--- src/design/lsb_stego_payload_extract_macros.svh ---
// assertion macros for the lsb steganography extractor
`ifndef LSB_STEGO_PAYLOAD_EXTRACT_MACROS_SVH
`define LSB_STEGO_PAYLOAD_EXTRACT_MACROS_SVH

// same-cycle implication, disabled while reset is held
`define LSBX_ASSERT_SAME(label, clk, rst_n, ante, cons, msg) \
    label: assert property (@(posedge clk) disable iff (!rst_n) (ante) |-> (cons)) \
        else $error(msg);

// next-cycle implication, disabled while reset is held
`define LSBX_ASSERT_NEXT(label, clk, rst_n, ante, cons, msg) \
    label: assert property (@(posedge clk) disable iff (!rst_n) (ante) |=> (cons)) \
        else $error(msg);

`endif

--- src/design/lsbx_pkg.sv ---
// types and constants shared by the lsb steganography extractor
`default_nettype none

package lsbx_pkg;

    typedef enum logic [1:0] {
        PH_NAME = 2'd0,
        PH_SIZE = 2'd1,
        PH_DATA = 2'd2,
        PH_STOP = 2'd3
    } t_phase;

    typedef enum logic [1:0] {
        PL_RED   = 2'd0,
        PL_GREEN = 2'd1,
        PL_BLUE  = 2'd2
    } t_plane;

    typedef enum logic [2:0] {
        K_NAME     = 3'd0,
        K_NAME_END = 3'd1,
        K_SIZE     = 3'd2,
        K_DATA     = 3'd3,
        K_ERROR    = 3'd4
    } t_kind;

    localparam logic [5:0] BYTE_BITS = 6'd8;
    localparam logic [5:0] WORD_BITS = 6'd32;

    typedef struct packed {
        t_phase      phase;
        t_plane      plane;
        logic [5:0]  bit_count;
        logic [31:0] shift_value;
        logic [31:0] bytes_left;
    } t_dec_state;

    typedef struct packed {
        logic        valid;
        t_kind       kind;
        logic [31:0] value;
        logic        last;
    } t_result;

    localparam t_dec_state C_STATE_RESET = '{
        phase:       PH_NAME,
        plane:       PL_RED,
        bit_count:   6'd0,
        shift_value: 32'd0,
        bytes_left:  32'd0
    };

endpackage

`default_nettype wire

--- src/design/lsbx_decode.sv ---
// next-state and result logic for one pixel of the extractor
`default_nettype none

module lsbx_decode
    import lsbx_pkg::*;
#(
    parameter int NAME_MAX = 128,
    localparam int NC_W = $clog2(NAME_MAX + 1)
) (
    input  t_dec_state        i_state,
    input  logic [NC_W-1:0]   i_name_count,
    input  logic [23:0]       i_pixel_rgb,
    input  logic              i_start_req,
    output t_dec_state        o_state,
    output logic [NC_W-1:0]   o_name_count,
    output t_result           o_result
);

    t_dec_state      cur;
    t_dec_state      nxt;
    logic [NC_W-1:0] nc_cur;
    logic [NC_W-1:0] nc_nxt;
    t_result         res;
    t_plane          plane_nxt;
    logic            take_b;
    logic [31:0]     shifted;
    logic [5:0]      cnt;

    always_comb begin
        cur    = i_start_req ? C_STATE_RESET : i_state;
        nc_cur = i_start_req ? '0 : i_name_count;
        nxt    = cur;
        nc_nxt = nc_cur;
        res    = '{valid: 1'b0, kind: K_NAME, value: 32'd0, last: 1'b0};

        // plane rotation, the unused code behaves as red
        case (cur.plane)
            PL_GREEN: begin
                take_b    = i_pixel_rgb[8];
                plane_nxt = PL_BLUE;
            end
            PL_BLUE: begin
                take_b    = i_pixel_rgb[0];
                plane_nxt = PL_RED;
            end
            default: begin
                take_b    = i_pixel_rgb[16];
                plane_nxt = PL_GREEN;
            end
        endcase

        shifted = {cur.shift_value[30:0], take_b};
        cnt     = cur.bit_count + 6'd1;

        if (cur.phase != PH_STOP) begin
            nxt.plane       = plane_nxt;
            nxt.shift_value = shifted;
            nxt.bit_count   = cnt;
            case (cur.phase)
                PH_NAME: begin
                    if (cnt >= BYTE_BITS) begin
                        nxt.shift_value = 32'd0;
                        nxt.bit_count   = 6'd0;
                        res.valid       = 1'b1;
                        if (shifted[7:0] == 8'd0) begin
                            nxt.phase = PH_SIZE;
                            res.kind  = K_NAME_END;
                        end else if (nc_cur >= NC_W'(NAME_MAX)) begin
                            nxt.phase = PH_STOP;
                            res.kind  = K_ERROR;
                            res.last  = 1'b1;
                        end else begin
                            nc_nxt    = nc_cur + NC_W'(1);
                            res.kind  = K_NAME;
                            res.value = {24'd0, shifted[7:0]};
                        end
                    end
                end
                PH_SIZE: begin
                    if (cnt >= WORD_BITS) begin
                        nxt.shift_value = 32'd0;
                        nxt.bit_count   = 6'd0;
                        res.valid       = 1'b1;
                        res.kind        = K_SIZE;
                        res.value       = shifted;
                        if (shifted == 32'd0) begin
                            nxt.phase = PH_STOP;
                            res.last  = 1'b1;
                        end else begin
                            nxt.phase      = PH_DATA;
                            nxt.bytes_left = shifted;
                        end
                    end
                end
                default: begin
                    if (cnt >= BYTE_BITS) begin
                        nxt.shift_value = 32'd0;
                        nxt.bit_count   = 6'd0;
                        if (cur.bytes_left != 32'd0) begin
                            nxt.bytes_left = cur.bytes_left - 32'd1;
                        end
                        res.valid = 1'b1;
                        res.kind  = K_DATA;
                        res.value = {24'd0, shifted[7:0]};
                        if (nxt.bytes_left == 32'd0) begin
                            nxt.phase = PH_STOP;
                            res.last  = 1'b1;
                        end
                    end
                end
            endcase
        end
    end

    assign o_state      = nxt;
    assign o_name_count = nc_nxt;
    assign o_result     = res;

endmodule

`default_nettype wire

--- src/design/lsb_stego_payload_extract.sv ---
// top level of the lsb steganography payload extractor
`default_nettype none

// Pulls one hidden bit out of each pixel, taking the least significant bit of
// red, green and blue in turn, most significant bit first. The stream decodes
// as a zero-terminated file name (one name-byte transaction per byte, then a
// name-end transaction), a 32-bit file size, and that many payload bytes, the
// final one flagged with last; a size of zero ends the stream, with last on the
// size transaction. A name longer than NAME_MAX bytes gives an error
// transaction with last set. After last the block swallows pixels with no
// result until a pixel arrives with start_req set, which restarts decoding on
// that pixel. One pixel is taken every cycle while o_in_stall is low; a pixel
// lands in the input register, the decode logic works from that register and
// the decoder state, and the result lands in the output register. The output
// register moves on as soon as it is taken, so stall on the result side reaches
// the pixel side only when both registers are full.

module lsb_stego_payload_extract
    import lsbx_pkg::*;
#(
    parameter int NAME_MAX = 128
) (
    input  logic        i_clk,
    input  logic        i_rst_n,
    input  logic        i_in_valid,
    output logic        o_in_stall,
    input  logic [23:0] i_pixel_rgb,
    input  logic        i_start_req,
    output logic        o_out_valid,
    input  logic        i_out_stall,
    output logic [2:0]  o_kind,
    output logic [31:0] o_value,
    output logic        o_last
);

`include "lsb_stego_payload_extract_macros.svh"

    localparam int NC_W = $clog2(NAME_MAX + 1);

    // input register
    logic            r_in_valid;
    logic [23:0]     r_pixel;
    logic            r_start;

    // decoder state
    t_dec_state      r_state;
    t_dec_state      n_state;
    logic [NC_W-1:0] r_name_count;
    logic [NC_W-1:0] n_name_count;

    // result register
    logic            r_out_valid;
    t_kind           r_kind;
    logic [31:0]     r_value;
    logic            r_last;

    t_result         dec_result;
    logic            out_free;
    logic            advance;
    logic            in_load;

    // the output register can take a new value when empty or being drained
    assign out_free   = !r_out_valid || !i_out_stall;
    // the pixel in the input register is decoded whenever its result can land
    assign advance    = r_in_valid && out_free;
    assign o_in_stall = r_in_valid && !out_free;
    assign in_load    = i_in_valid && !o_in_stall;

    lsbx_decode #(
        .NAME_MAX (NAME_MAX)
    ) u_decode (
        .i_state      (r_state),
        .i_name_count (r_name_count),
        .i_pixel_rgb  (r_pixel),
        .i_start_req  (r_start),
        .o_state      (n_state),
        .o_name_count (n_name_count),
        .o_result     (dec_result)
    );

    // input register, refilled in the same cycle it is drained
    always_ff @(posedge i_clk) begin
        if (!i_rst_n) begin
            r_in_valid <= 1'b0;
        end else if (in_load) begin
            r_in_valid <= 1'b1;
        end else if (advance) begin
            r_in_valid <= 1'b0;
        end
        if (in_load) begin
            r_pixel <= i_pixel_rgb;
            r_start <= i_start_req;
        end
    end

    // decoder state moves once per decoded pixel
    always_ff @(posedge i_clk) begin
        if (!i_rst_n) begin
            r_state      <= C_STATE_RESET;
            r_name_count <= '0;
        end else if (advance) begin
            r_state      <= n_state;
            r_name_count <= n_name_count;
        end
    end

    // result register, only pixels that finish a byte or word fill it
    always_ff @(posedge i_clk) begin
        if (!i_rst_n) begin
            r_out_valid <= 1'b0;
        end else if (out_free) begin
            r_out_valid <= advance && dec_result.valid;
        end
        if (advance && dec_result.valid) begin
            r_kind  <= dec_result.kind;
            r_value <= dec_result.value;
            r_last  <= dec_result.last;
        end
    end

    assign o_out_valid = r_out_valid;
    assign o_kind      = r_kind;
    assign o_value     = r_value;
    assign o_last      = r_last;

    // checks
    `LSBX_ASSERT_NEXT(a_last_stops, i_clk, i_rst_n, advance && dec_result.valid && dec_result.last, r_state.phase == PH_STOP, "decoder not stopped after a last transaction")
    `LSBX_ASSERT_SAME(a_error_last, i_clk, i_rst_n, r_out_valid && (r_kind == K_ERROR), r_last && (r_value == 32'd0), "error transaction without last or with nonzero value")
    `LSBX_ASSERT_SAME(a_name_bound, i_clk, i_rst_n, 1'b1, r_name_count <= NC_W'(NAME_MAX), "name counter past its limit")
    `LSBX_ASSERT_SAME(a_stall_cause, i_clk, i_rst_n, o_in_stall, r_in_valid && r_out_valid && i_out_stall, "pixel side stalled with room to move")

endmodule

`default_nettype wire
--- config.mk ---
export PLATFORM = sky130hd
export DESIGN_NAME = lsb_stego_payload_extract
export DESIGN_NICKNAME = d
export VERILOG_FILES = /design/src/design/lsbx_pkg.sv /design/src/design/lsbx_decode.sv /design/src/design/lsb_stego_payload_extract.sv
export VERILOG_INCLUDE_DIRS = /design/src /design/src/design
export SDC_FILE = /design/constraint.sdc
export NUM_CORES = 1
export LEC_CHECK = 0
export ABC_AREA = 1
export BUFFER_PORTS_ARGS = -buffer_cell sky130_fd_sc_hd__buf_2
export CAP_MARGIN = 15
export CORE_MARGIN = 5
export CORE_UTILIZATION = 63
export DETAILED_ROUTE_END_ITERATION = 16
export PLACE_DENSITY = 0.82
export SLEW_MARGIN = 0
export SYNTH_ARGS = -nofsm -noshare
export SYNTH_HDL_FRONTEND = slang
export SYNTH_HIERARCHICAL = 1
export SYNTH_SLANG_ARGS = --single-unit
--- constraint.sdc ---
create_clock -name i_clk -period 5.5 [get_ports i_clk]
set_clock_uncertainty 0.05 [all_clocks]
set_input_delay 1.1 -clock i_clk [delete_from_list [all_inputs] [get_ports i_clk]]
set_output_delay 1.1 -clock i_clk [all_outputs]
set_load 0.1 [all_outputs]
Yosys cells after proc, flatten, opt, wreduce, memory -nomap -nowiden:

Index checks and enable logic that the tools add are counted.

* muxes and demuxes: 42
* order comparisons: 3
* $add $sub $neg: 3
* reduce and logical (&&, ||, !) cells: 16
* eq/ne operators: 4

Operators with widths (count)
* $mux 32: 5
* $mux 37: 4
* $mux 74: 2
* $mux 70: 2
* $pmux 38 s2: 1
* $pmux 37 s2: 1
* $logic_not 32->1: 2
* $pmux 32 s2: 1
* $mux 8: 7
* $mux 38: 1
* $mux 33: 1
* $reduce_bool 32->1: 1
* $sub 32x1->32 const B: 1
* $mux 2: 6
* $add 8x1->8 const B: 1
* $ge 8x8->1 const B: 1
* $logic_not 8->1: 1
* $pmux 2 s2: 2
* $add 6x1->6 const B: 1
* $ge 6x4->1 const B: 1
* $ge 6x6->1 const B: 1
* $mux 1: 6
* $mux 3: 2
* $eq 2x1->1 const B: 2
* other kinds (9): 15

* register bits after elaboration: 137
* input bits: 29
* word-level logic and storage cells: 81
* output and inout bits: 38

Logic depth before layout (Yosys ltp):

Gate-level depths: netlist of run 1.

* depth in word-level cells: 12
* mapped depth: 26
* gate-level depth less buffers: 23

By module:

The synthesis of run 1 kept the hierarchy.

By module, submodules not included
* lsb_stego_payload_extract: instances 1, cells an instance 615, seq. area each 3513.4 um2, area each 5677.9 um2
* lsbx_decode: instances 1, cells an instance 992, seq. area each 0.0 um2, area each 4695.8 um2

Worst setup path before layout of run 1:

OpenSTA, ideal clock, no wires.

* path type: reg2reg
* start point: register r_start
* end point: register r_kind[0] (netlist: o_kind[0]), enable pin
* library setup time: 0.429 ns
* arrival: 3.433 ns
* path slack: 1.587 ns
* required time: 5.021 ns
* cell stages (with the launch flop): 16
* period minus slack after synthesis: 3.913 ns
* buffers on the path: 3
* cells stage by stage: edfxtp_1 buf_6 buf_2 clkbuf_1 nor2_1 ha_1 inv_1 nor2_1 nand2_1 xnor2_1 inv_1 nand3_2 nand2_1 nand2_1 inv_1 nor2_1

RTL lines
* from (decl): RTL line lsb_stego_payload_extract.sv:43 `logic r_start;`
* from (signal assigned): RTL line lsb_stego_payload_extract.sv:92 `r_start <= i_start_req;`
* to (signal assigned): RTL line lsb_stego_payload_extract.sv:115 `r_kind <= dec_result.kind;`
* to (decl): RTL line lsb_stego_payload_extract.sv:53 `t_kind r_kind;`

==> results of run 1 <==
-- stage by stage --
| step | setup WS [ns] | std cells |
|---|---|---|
| after floorplan | 1.59 | 1578 |
| after global placement | 1.73 | 1726 |
| after detailed placement | 1.64 | 1726 |
| after CTS | 1.63 | 1758 |
| after global routing | 1.14 | 1758 |
| final | 1.54 | 1758 |
-- layout by cell type, fill, tap and decap left out, types with 6 or more instances in the layout --
cell,n
nand2_1,416
nor2_1,230
inv_1,186
nand3_1,184
a21oi_1,114
dfxtp_1,82
o21ai_0,47
buf_2,45
edfxtp_1,40
nand2_2,24
clkbuf_16,17
o41ai_1,17
nand4_1,16
buf_4,14
o22ai_1,14
nor2_2,10
o211ai_1,10
xor2_1,9
a31oi_1,8
nor3_1,7
inv_2,7
ha_1,7
xnor2_1,6
a211oi_1,6
-- power by group through the flow --
| stage | registers (mW) | logic (mW) | clock network [mW] |
|---|---|---|---|
| after floorplan | 1.03 | 0.485 | 0 |
| after global placement | 1.04 | 0.592 | 0 |
| after detailed placement | 1.04 | 0.601 | 0 |
| after CTS | 1.02 | 0.606 | 1.08 |
| after global routing | 1.03 | 0.692 | 1.12 |
| final | 1.02 | 0.620 | 1.07 |
-- registers in the layout, indices dropped and copies added, names as in the netlist, 3 cells and up --
register      count
o_kind            3
o_value          32
r_state          73
r_pixel           3
r_name_count      8
-- worst max-delay path: stages (launching register included) --
cell and delay, ns:
edfxtp_1 0.46, buf_4 0.28, nor2_1 0.24, inv_1 0.07, ha_1 0.29, inv_1 0.08, nand3_1 0.07, o21ai_0 0.08
buf_4 0.17, nand2_1 0.16, inv_2 0.15, nand3b_4 0.26, nand2_2 0.64, o21ai_0 0.33, nand2_1 0.12, nand2_1 0.05
a21oi_1 0.12, inv_1 0.05, nand3_1 0.07, nand2_1 0.07, nor2_1 0.09
-- layer usage --
layer / wire, µm / share of wire (%) / vias up
li1: - / - / 5049
met1: 12000 / 42 / 4674
met2: 13300 / 47 / 524
met3: 2300 / 8.0 / 84
met4: 972 / 3.4 / 0
met5: 0 / 0 / -
-- how the worst max path moves through the flow --
stage	startpoint	to	slack [ns]	cells after the start
final	r_start$_DFFE_PP_	r_state[1]$_SDFFE_PN0P_	1.54	20
after detailed placement	r_start$_DFFE_PP_	r_state[1]$_SDFFE_PN0P_	1.64	20
after global placement	r_start$_DFFE_PP_	r_state[1]$_SDFFE_PN0P_	1.73	20
after global routing	r_start$_DFFE_PP_	r_state[1]$_SDFFE_PN0P_	1.14	20
after CTS	r_start$_DFFE_PP_	r_state[1]$_SDFFE_PN0P_	1.63	20
after floorplan	r_start$_DFFE_PP_	o_kind[0]$_DFFE_PP_	1.59	15
-- layout make-up --
class	instances	area, µm²	share of cell area (%)
well taps	188	235	2.31
multi-input cells	1160	5440	53.4
repair buffers	60	350	3.44
clock buffers	20	447	4.38
inverters	195	737	7.23
flip-flops and latches	123	2870	28.1
clock inverters	12	114	1.12
==> metrics.yaml, run 1 <==
syn-num-nets: 1614
via_per_inst: 5.88
holdWs_ns: 0.430
rr_startpoint: "r_start$_DFFE_PP_"
grt_use_met2_pct: 51.8
combPwrFrac_pct: 22.9
cts_resized: 0
dieHeight_um: 134
cts_root_buffer: "clkbuf_16"
crit_required_ns: 5.82
p_seq_share_pct: 37.7
clk_latency_ns: 0.43
slew_headroom_pct: 29.1
holdBufCountCts: 0
firstDrtPassIters: 7
synth_area_um2: 9690
n_fill_cell: 1368
die_w_um: 134
grt-ovfl-total: 0
syn_inst: 1578
p_per_area_nw_per_um2: 266
p_int_mw: 1.80
ys_warn_count: 6
ir_drop_mv: 0.224
routed_wl_um: 28600
final.period_utilization_pct: 72.1
syn2layout_area_growth_pct: 5.15
cts_num_sinks: 123
portBuffers: 45
cts.clk_slew.worst_paths_ns: 0.06
start_util_pct: 64.0
min-delay-start: "r_state[39]$_SDFFE_PN0P_"
final_util_pct: 67.3
pwr-share-clk_pct: 39.4
nets: 1593
power_mw: 2.71
postPlaceCellArea_um2: 9630
min_to: "r_state[39]$_SDFFE_PN0P_"
cts_made_buffers: 17
wl_per_cell_um: 16.3
switching_share_pct: 33.5
top_usage_layer: "met2"
vias: 10300
grt_pass1_vias: 9205
coreArea_um2: 15100
p_leak_nw: 5.03
met3_usage_pct: 4.76
rsz0062_at_grt: "false"
tritoncts: "yes"
ant_nets: 0
rr_worst_depth: 20
gp_congestion: 0.985
drive_gt1_share_pct: 9.43
antenna_found_initial: 0
setup_violations: 0
cts_htree_levels: 4
period_minus_slack_ns: 3.96
clk_path_buf_depth: 2
tightestPinTransition_ns: 1.06
worstPathMaxFanout: 33
hp-class: "reg -> reg"
met1_usage_pct: 42.9
whs_path_depth: 2
critPathKind: "reg -> reg"
r2r_end: "r_state[1]$_SDFFE_PN0P_"
cts_setup_buffers: 0
rrSetupSlack_ns: 1.54
worst_ep_arrival_time_ns: 4.29
outcome: "finished clean"
max_clock_freq_ghz: 0.252
grt_pass1_wl_um: 46400
drtIter0Drc: 1221
syn_avg_cell_area_um2: 6.14
grt_max_degree: 103
setup.worst_path.start_class: "flip-flop"
switching_power_mw: 0.908
fin_tns_setup_ns: 0
worstSetupEndpointType: "flip-flop"
die-area_um2: 18000
boundaryPins: 67
drc_errors: 0
grtUsageTotal_pct: 31.9
antennaDiodeCount: 0
dp_hpwl_um: 18900
drv_cap: 0
drv_slew: 0
final_cell_area_um2: 10200
final_hold_viol_count: 0
fp-row-count: 45
No activity file was read; power rests on OpenSTA's default activity.
==> run 2, diff against run 1 <==
--- a/config.mk
+++ b/config.mk
@@ -6,11 +6,11 @@
 export SDC_FILE = /design/constraint.sdc
 export NUM_CORES = 1
 export LEC_CHECK = 0
-export ABC_AREA = 1
+export ABC_AREA = 0
 export BUFFER_PORTS_ARGS = -buffer_cell sky130_fd_sc_hd__buf_2
 export CAP_MARGIN = 15
 export CORE_MARGIN = 5
-export CORE_UTILIZATION = 63
+export CORE_UTILIZATION = 62
 export DETAILED_ROUTE_END_ITERATION = 16
 export PLACE_DENSITY = 0.82
 export SLEW_MARGIN = 0
==> constraint.sdc (replaced) <==
create_clock -name i_clk -period 4.07 [get_ports i_clk]
set_clock_uncertainty 0.05 [all_clocks]
set_input_delay 0.814 -clock i_clk [delete_from_list [all_inputs] [get_ports i_clk]]
set_output_delay 0.814 -clock i_clk [all_outputs]
set_load 0.1 [all_outputs]
==> run 2 against run 1 <==
Against the previous run:
- cell count is 30% lower
- via count is 22% lower
- first-iteration DRC count is 4.4% higher
- total power is 9.1% higher
- count of clock-buffer cells in the layout is 2 lower
- synthesized area is 15% lower
- hold slack worse by 0.028 ns
- flip-flop and latch count stayed put
- critical path type unchanged
- critical endpoint is now r_state[72]$_SDFFE_PN0P_
==> metrics.yaml, run 2 <==
grt_pass1_vias: 7171  # -22%
syn-num-nets: 1038  # -36%
final-seq-area_um2: 2860  # -0.13%
crit_path_frequent_cell: "mux2i_1"
drv_slew: 0  # unchanged
fin_tns_setup_ns: 0  # unchanged
regMostFlops: "r_state"
drc_errors: 0  # unchanged
grtUsageTotal_pct: 30.7  # -1.2 points
outcome: "finished clean"
setup.worst_path.start_class: "flip-flop"
vias: 8046  # -22%
grt_max_degree: 98  # -4.9%
tritoncts: "yes"
synth_area_um2: 8240  # -15%
holdBufCountCts: 0  # unchanged
antenna_found_initial: 1  # +1
fp-row-count: 42  # -6.7%
wl_per_cell_um: 19.9  # +22%
cts_setup_buffers: 0  # unchanged
layout.cells.most_common: "nand2_1"
antennaDiodeCount: 0  # unchanged
via_per_inst: 6.51  # +11%
cts_num_sinks: 123  # unchanged
dieHeight_um: 125  # -6.5%
cts_htree_levels: 4  # unchanged
gp_congestion: 1.04  # +5.5%
rsz0062_at_grt: "false"
cts_made_buffers: 17  # unchanged
max_clock_freq_ghz: 0.265  # +5.0%
rr_worst_depth: 11  # -45%
cp_num_buf_inv: 0  # -6
routed_wl_um: 24600  # -14%
period_minus_slack_ns: 3.78  # -0.188 ns
multi_input_area_um2: 4800  # -12%
syn2layout_area_growth_pct: 11.7
worstPathMaxFanout: 10  # -70%
largest_reg_flops: 73  # unchanged
coreArea_um2: 13100  # -13%
hp-class: "reg -> reg"
nets: 1082  # -32%
crit_chain: "nor4_1, nand4_1, o31a_1, nand3_1, mux2i_1, or4bb_2, nor4_2, a41oi_1, a21oi_1, nand2_1, mux2i_1"
cp_top_family: "simple AND/OR/NAND/NOR gates"
boundaryPins: 67  # unchanged
crit_cells: 11  # -45%
drtIter0Drc: 1275  # +4.4%
worstSetupEndpointType: "flip-flop"
whs_path_depth: 2  # unchanged
n_fill_cell: 1044  # -24%
rr_startpoint: "r_state[15]$_SDFFE_PN0P_"
worst_ep_arrival_time_ns: 4.08  # -0.21 ns
syn_inst: 1002  # -37%
cpPeakStageDelay_ns: 0.64  # about the same
drive_gt1_share_pct: 15.3  # +5.9 points
ant_nets: 0  # unchanged
startpoint: "r_state[15]$_SDFFE_PN0P_"
cts_resized: 0  # unchanged
setup_violations: 0  # unchanged
syn_avg_cell_area_um2: 8.22  # +34%
firstDrtPassIters: 6  # -1
crit_end: "r_state[72]$_SDFFE_PN0P_"
critPathKind: "reg -> reg"
r2r_end: "r_state[72]$_SDFFE_PN0P_"
p_leak_nw: 3.40  # -32%
grt_pass1_wl_um: 38600  # -17%
grt-ovfl-total: 0  # unchanged
die_w_um: 125  # -6.5%
final_hold_viol_count: 0  # unchanged
slew_headroom_pct: 36.1  # +7.0 points
portBuffers: 45  # unchanged
final.period_utilization_pct: 92.8  # +21 points
p_per_area_nw_per_um2: 321  # +21%
die-area_um2: 15700  # -13%
final_cell_mix: "226 x nand2_1, 88 x mux2i_1, 83 x dfxtp_1"
cts_root_buffer: "clkbuf_16"
crit_required_ns: 4.37  # -1.45 ns
start_util_pct: 62.7  # -1.3 points
drv_cap: 0  # unchanged
clk_latency_ns: 0.43  # about the same
clk_path_buf_depth: 2  # unchanged
rrSetupSlack_ns: 0.29  # -1.24 ns
tightestPinTransition_ns: 0.954  # -0.109 ns
crit_slowest_cell: "or4bb_2"
ir_drop_mv: 0.243  # +8.4%
holdWs_ns: 0.401  # -0.0285 ns
ys_warn_count: 6  # unchanged
cts.clk_slew.worst_paths_ns: 0.06  # about the same
dp_hpwl_um: 16700  # -11%
run 2: worst min-delay path: stages (launching register included):
cell     delay (ns)
dfxtp_1        0.30
nand2_1        0.05
mux2i_1        0.05
run 2: routing by layer:
metal  global-route usage, %  share of wire (%)  vias up
met5                       0              0.081        -
met4                    11.7                2.7        2
met3                    5.54                9.7       68
met2                    49.3                 47      451
met1                    41.5                 41     3826
li1                        -                  -     3699
run 2: worst min path at each step:
stage / from / end
global placement: r_name_count[0]$_SDFFE_PN0P_ / r_name_count[0]$_SDFFE_PN0P_
global route: r_name_count[0]$_SDFFE_PN0P_ / r_name_count[0]$_SDFFE_PN0P_
CTS: r_name_count[0]$_SDFFE_PN0P_ / r_name_count[0]$_SDFFE_PN0P_
finish: r_name_count[0]$_SDFFE_PN0P_ / r_name_count[0]$_SDFFE_PN0P_
floorplan: r_name_count[0]$_SDFFE_PN0P_ / r_name_count[0]$_SDFFE_PN0P_
detailed placement: r_name_count[0]$_SDFFE_PN0P_ / r_name_count[0]$_SDFFE_PN0P_
run 2: layout make-up:
| cell class | count | area share [%] |
|---|---|---|
| multi-input combinational | 788 | 52.2 |
| sequential | 123 | 31.1 |
| timing repair buffer | 98 | 7.07 |
| clock buffer | 18 | 4.67 |
| tap | 176 | 2.39 |
| clock inverter | 14 | 1.84 |
| inverter | 18 | 0.734 |
run 2: report_power, final:
part           internal [mW]  leakage [nW]  switching, mW  total, mW
Clock                  0.964         0.291          0.594       1.56
Combinational         0.0399          2.15         0.0867      0.127
Sequential              1.27         0.966        0.00486       1.27
Total                   2.27          3.40          0.686       2.96
run 2: through the flow:
step	instance area [µm²]	setup WS [ns]	cells	total power [mW]	util (%)
final	9200	0.295	1235	2.96	70.0
after global routing	9200	0.125	1235	3.03	70.0
after CTS	9200	0.327	1235	2.95	70.0
after detailed placement	8600	0.344	1203	1.42	65.5
after global placement	8600	0.319	1203	1.42	65.5
after floorplan	8260	0.00803	1002	1.41	-
==> run 3, diff against run 2 <==
--- a/config.mk
+++ b/config.mk
@@ -7,12 +7,14 @@
 export NUM_CORES = 1
 export LEC_CHECK = 0
 export ABC_AREA = 0
-export BUFFER_PORTS_ARGS = -buffer_cell sky130_fd_sc_hd__buf_2
 export CAP_MARGIN = 15
+export CELL_PAD_IN_SITES_DETAIL_PLACEMENT = 0
+export CELL_PAD_IN_SITES_GLOBAL_PLACEMENT = 1
 export CORE_MARGIN = 5
-export CORE_UTILIZATION = 62
+export CORE_UTILIZATION = 50
 export DETAILED_ROUTE_END_ITERATION = 16
-export PLACE_DENSITY = 0.82
+export DONT_BUFFER_PORTS = 1
+export PLACE_DENSITY_LB_ADDON = 0.1
 export SLEW_MARGIN = 0
 export SYNTH_ARGS = -nofsm -noshare
 export SYNTH_HDL_FRONTEND = slang
==> run 3 against run 2 <==
Against the previous run:
- first-iteration DRC count shrank 45%
- core utilization shrank 14 points
- die area grew 22%
- hold slack gained 0.0095 ns
- flip-flop and latch count is the same
- fmax shrank 3.8%
- final area shrank 0.97%
- critical endpoint is now o_last$_DFFE_PP_
- highest routed layer is now met4
==> metrics.yaml, run 3 (synthesized netlist as in run 2, its figures left out) <==
cts_htree_levels: 4  # unchanged
outcome: "finished clean"
rsz0062_at_grt: "false"
grt_use_met2_pct: 45.2  # -4.1 points
rr_worst_depth: 10  # -1
clk_latency_ns: 0.43  # about the same
antenna_found_initial: 0  # -1
nets: 1046  # -3.3%
grt_pass1_vias: 7217  # +0.64%
final.period_utilization_pct: 96.4  # +3.6 points
layout.cells.most_common: "nand2_1"
drv_cap: 0  # unchanged
setup_violations: 0  # unchanged
rr_startpoint: "r_state[3]$_SDFFE_PN0P_"
rrSetupSlack_ns: 0.15  # -0.15 ns
worst_ep_arrival_time_ns: 4.14  # +0.06 ns
grt_max_degree: 165  # +68%
setup.worst_path.start_class: "flip-flop"
antennaDiodeCount: 0  # unchanged
grt-ovfl-total: 0  # unchanged
whs_path_depth: 2  # unchanged
multi_input_area_um2: 4810  # +0.23%
slew_headroom_pct: 30.6  # -5.5 points
critPathKind: "reg -> reg"
period_minus_slack_ns: 3.92  # +0.148 ns
via_per_inst: 6.23  # -4.4%
final_hold_viol_count: 0  # unchanged
holdBufCountCts: 0  # unchanged
final-seq-area_um2: 2860  # unchanged
crit_chain: "or4_4, or4_4, o311a_1, a311oi_1, nand4_1, or4b_1, nor4_2, a41oi_1, buf_4, nor2_1"
n_fill_cell: 1569  # +50%
tritoncts: "yes"
min-delay-start: "r_name_count[0]$_SDFFE_PN0P_"
gp_congestion: 0.936  # -10%
power_mw: 2.96  # about the same
met3_usage_pct: 6.01  # +0.46 points
cpPeakStageDelay_ns: 0.58  # -0.06 ns
largest_reg_flops: 73  # unchanged
cts_setup_buffers: 0  # unchanged
start_util_pct: 50.4  # -12 points
cts.clk_slew.worst_paths_ns: 0.06  # about the same
ir_drop_mv: 0.293  # +21%
p_leak_nw: 3.33  # -2.1%
crit_slowest_cell: "or4_4"
fp-row-count: 47  # +12%
routed_wl_um: 27200  # +11%
firstDrtPassIters: 5  # -1
p_per_area_nw_per_um2: 324  # +0.98%
clk_path_buf_depth: 2  # unchanged
drv_slew: 0  # unchanged
cts_root_buffer: "clkbuf_16"
crit_required_ns: 4.29  # -0.08 ns
final_cell_mix: "226 x nand2_1, 88 x mux2i_1, 83 x dfxtp_1"
startpoint: "r_state[3]$_SDFFE_PN0P_"
worstSetupEndpointType: "flip-flop"
boundaryPins: 67  # unchanged
grtUsageTotal_pct: 27.6  # -3.1 points
portBuffers: 0  # -100%
dieHeight_um: 138  # +10%
min_to: "r_name_count[0]$_SDFFE_PN0P_"
grt_pass1_wl_um: 41700  # +8.0%
crit_path_frequent_cell: "or4_4"
wl_per_cell_um: 21.9  # +10%
max_clock_freq_ghz: 0.255  # -3.8%
coreArea_um2: 16300  # +24%
dp_hpwl_um: 19200  # +15%
regMostFlops: "r_state"
hp-class: "reg -> reg"
die_w_um: 138  # +10%
ant_nets: 0  # unchanged
top_usage_layer: "met2"
fin_tns_setup_ns: 0  # unchanged
drive_gt1_share_pct: 12.5  # -2.8 points
cts_made_buffers: 17  # unchanged
tightestPinTransition_ns: 1.04  # +0.0822 ns
vias: 7740  # -3.8%
worstPathMaxFanout: 8  # -2
syn2layout_area_growth_pct: 10.6
cts_num_sinks: 123  # unchanged
drtIter0Drc: 700  # -45%
r2r_end: "o_last$_DFFE_PP_"
drc_errors: 0  # unchanged
met1_usage_pct: 36.2  # -5.2 points
die-area_um2: 19100  # +22%
## run 3: worst max-delay path, delay by kind of cell, from the launching register on
family | cells | cell delay (ns)
AND/OR/NAND/NOR | 6 | 2.23
AO/OA/AOI/OAI | 3 | 0.90
flip-flops | 1 | 0.39
buffers and inverters | 1 | 0.20
## run 3: worst max path at each step
stage,end
finish,o_last$_DFFE_PP_
global route,o_last$_DFFE_PP_
floorplan,r_state[18]$_SDFFE_PN0P_
global placement,o_last$_DFFE_PP_
CTS,o_last$_DFFE_PP_
detailed placement,o_last$_DFFE_PP_
## run 3: area by class of cell
| class | instances | share of cell area [%] |
|---|---|---|
| inverter | 18 | 0.742 |
| sequential | 123 | 31.4 |
| clock buffer | 17 | 4.67 |
| multi-input combinational | 788 | 52.8 |
| timing repair buffer | 62 | 5.38 |
| clock inverter | 15 | 1.95 |
| tap | 220 | 3.02 |
## run 3: repair_timing
action                     CTS  global route
setup endpoints to repair    0             5
hold endpoints to repair     0             0
resized for setup            0             2
## run 3: routing by layer
metal / routed length (µm) / up-vias
met5: 0 / -
met4: 722 / 0
met3: 1970 / 51
met2: 13000 / 312
met1: 11600 / 3729
li1: - / 3648
## run 3: per-stage QoR
stage	cells	setup WS, ns	hold WS, ns	util (%)	instance area [µm²]
finish	1243	0.147	0.411	55.7	9110
global route	1243	0.0110	0.407	55.7	9110
CTS	1243	0.160	0.417	55.7	9110
detailed placement	1211	0.181	0.406	52.0	8500
global placement	1211	0.189	0.389	52.0	8500
floorplan	1002	0.00803	0.380	-	8260
## run 3: where the power goes
part	switching (mW)	total (mW)	internal, mW
Combinational	0.0683	0.104	0.0356
Sequential	0.00375	1.27	1.26
Clock	0.656	1.58	0.927
Total	0.728	2.96	2.23
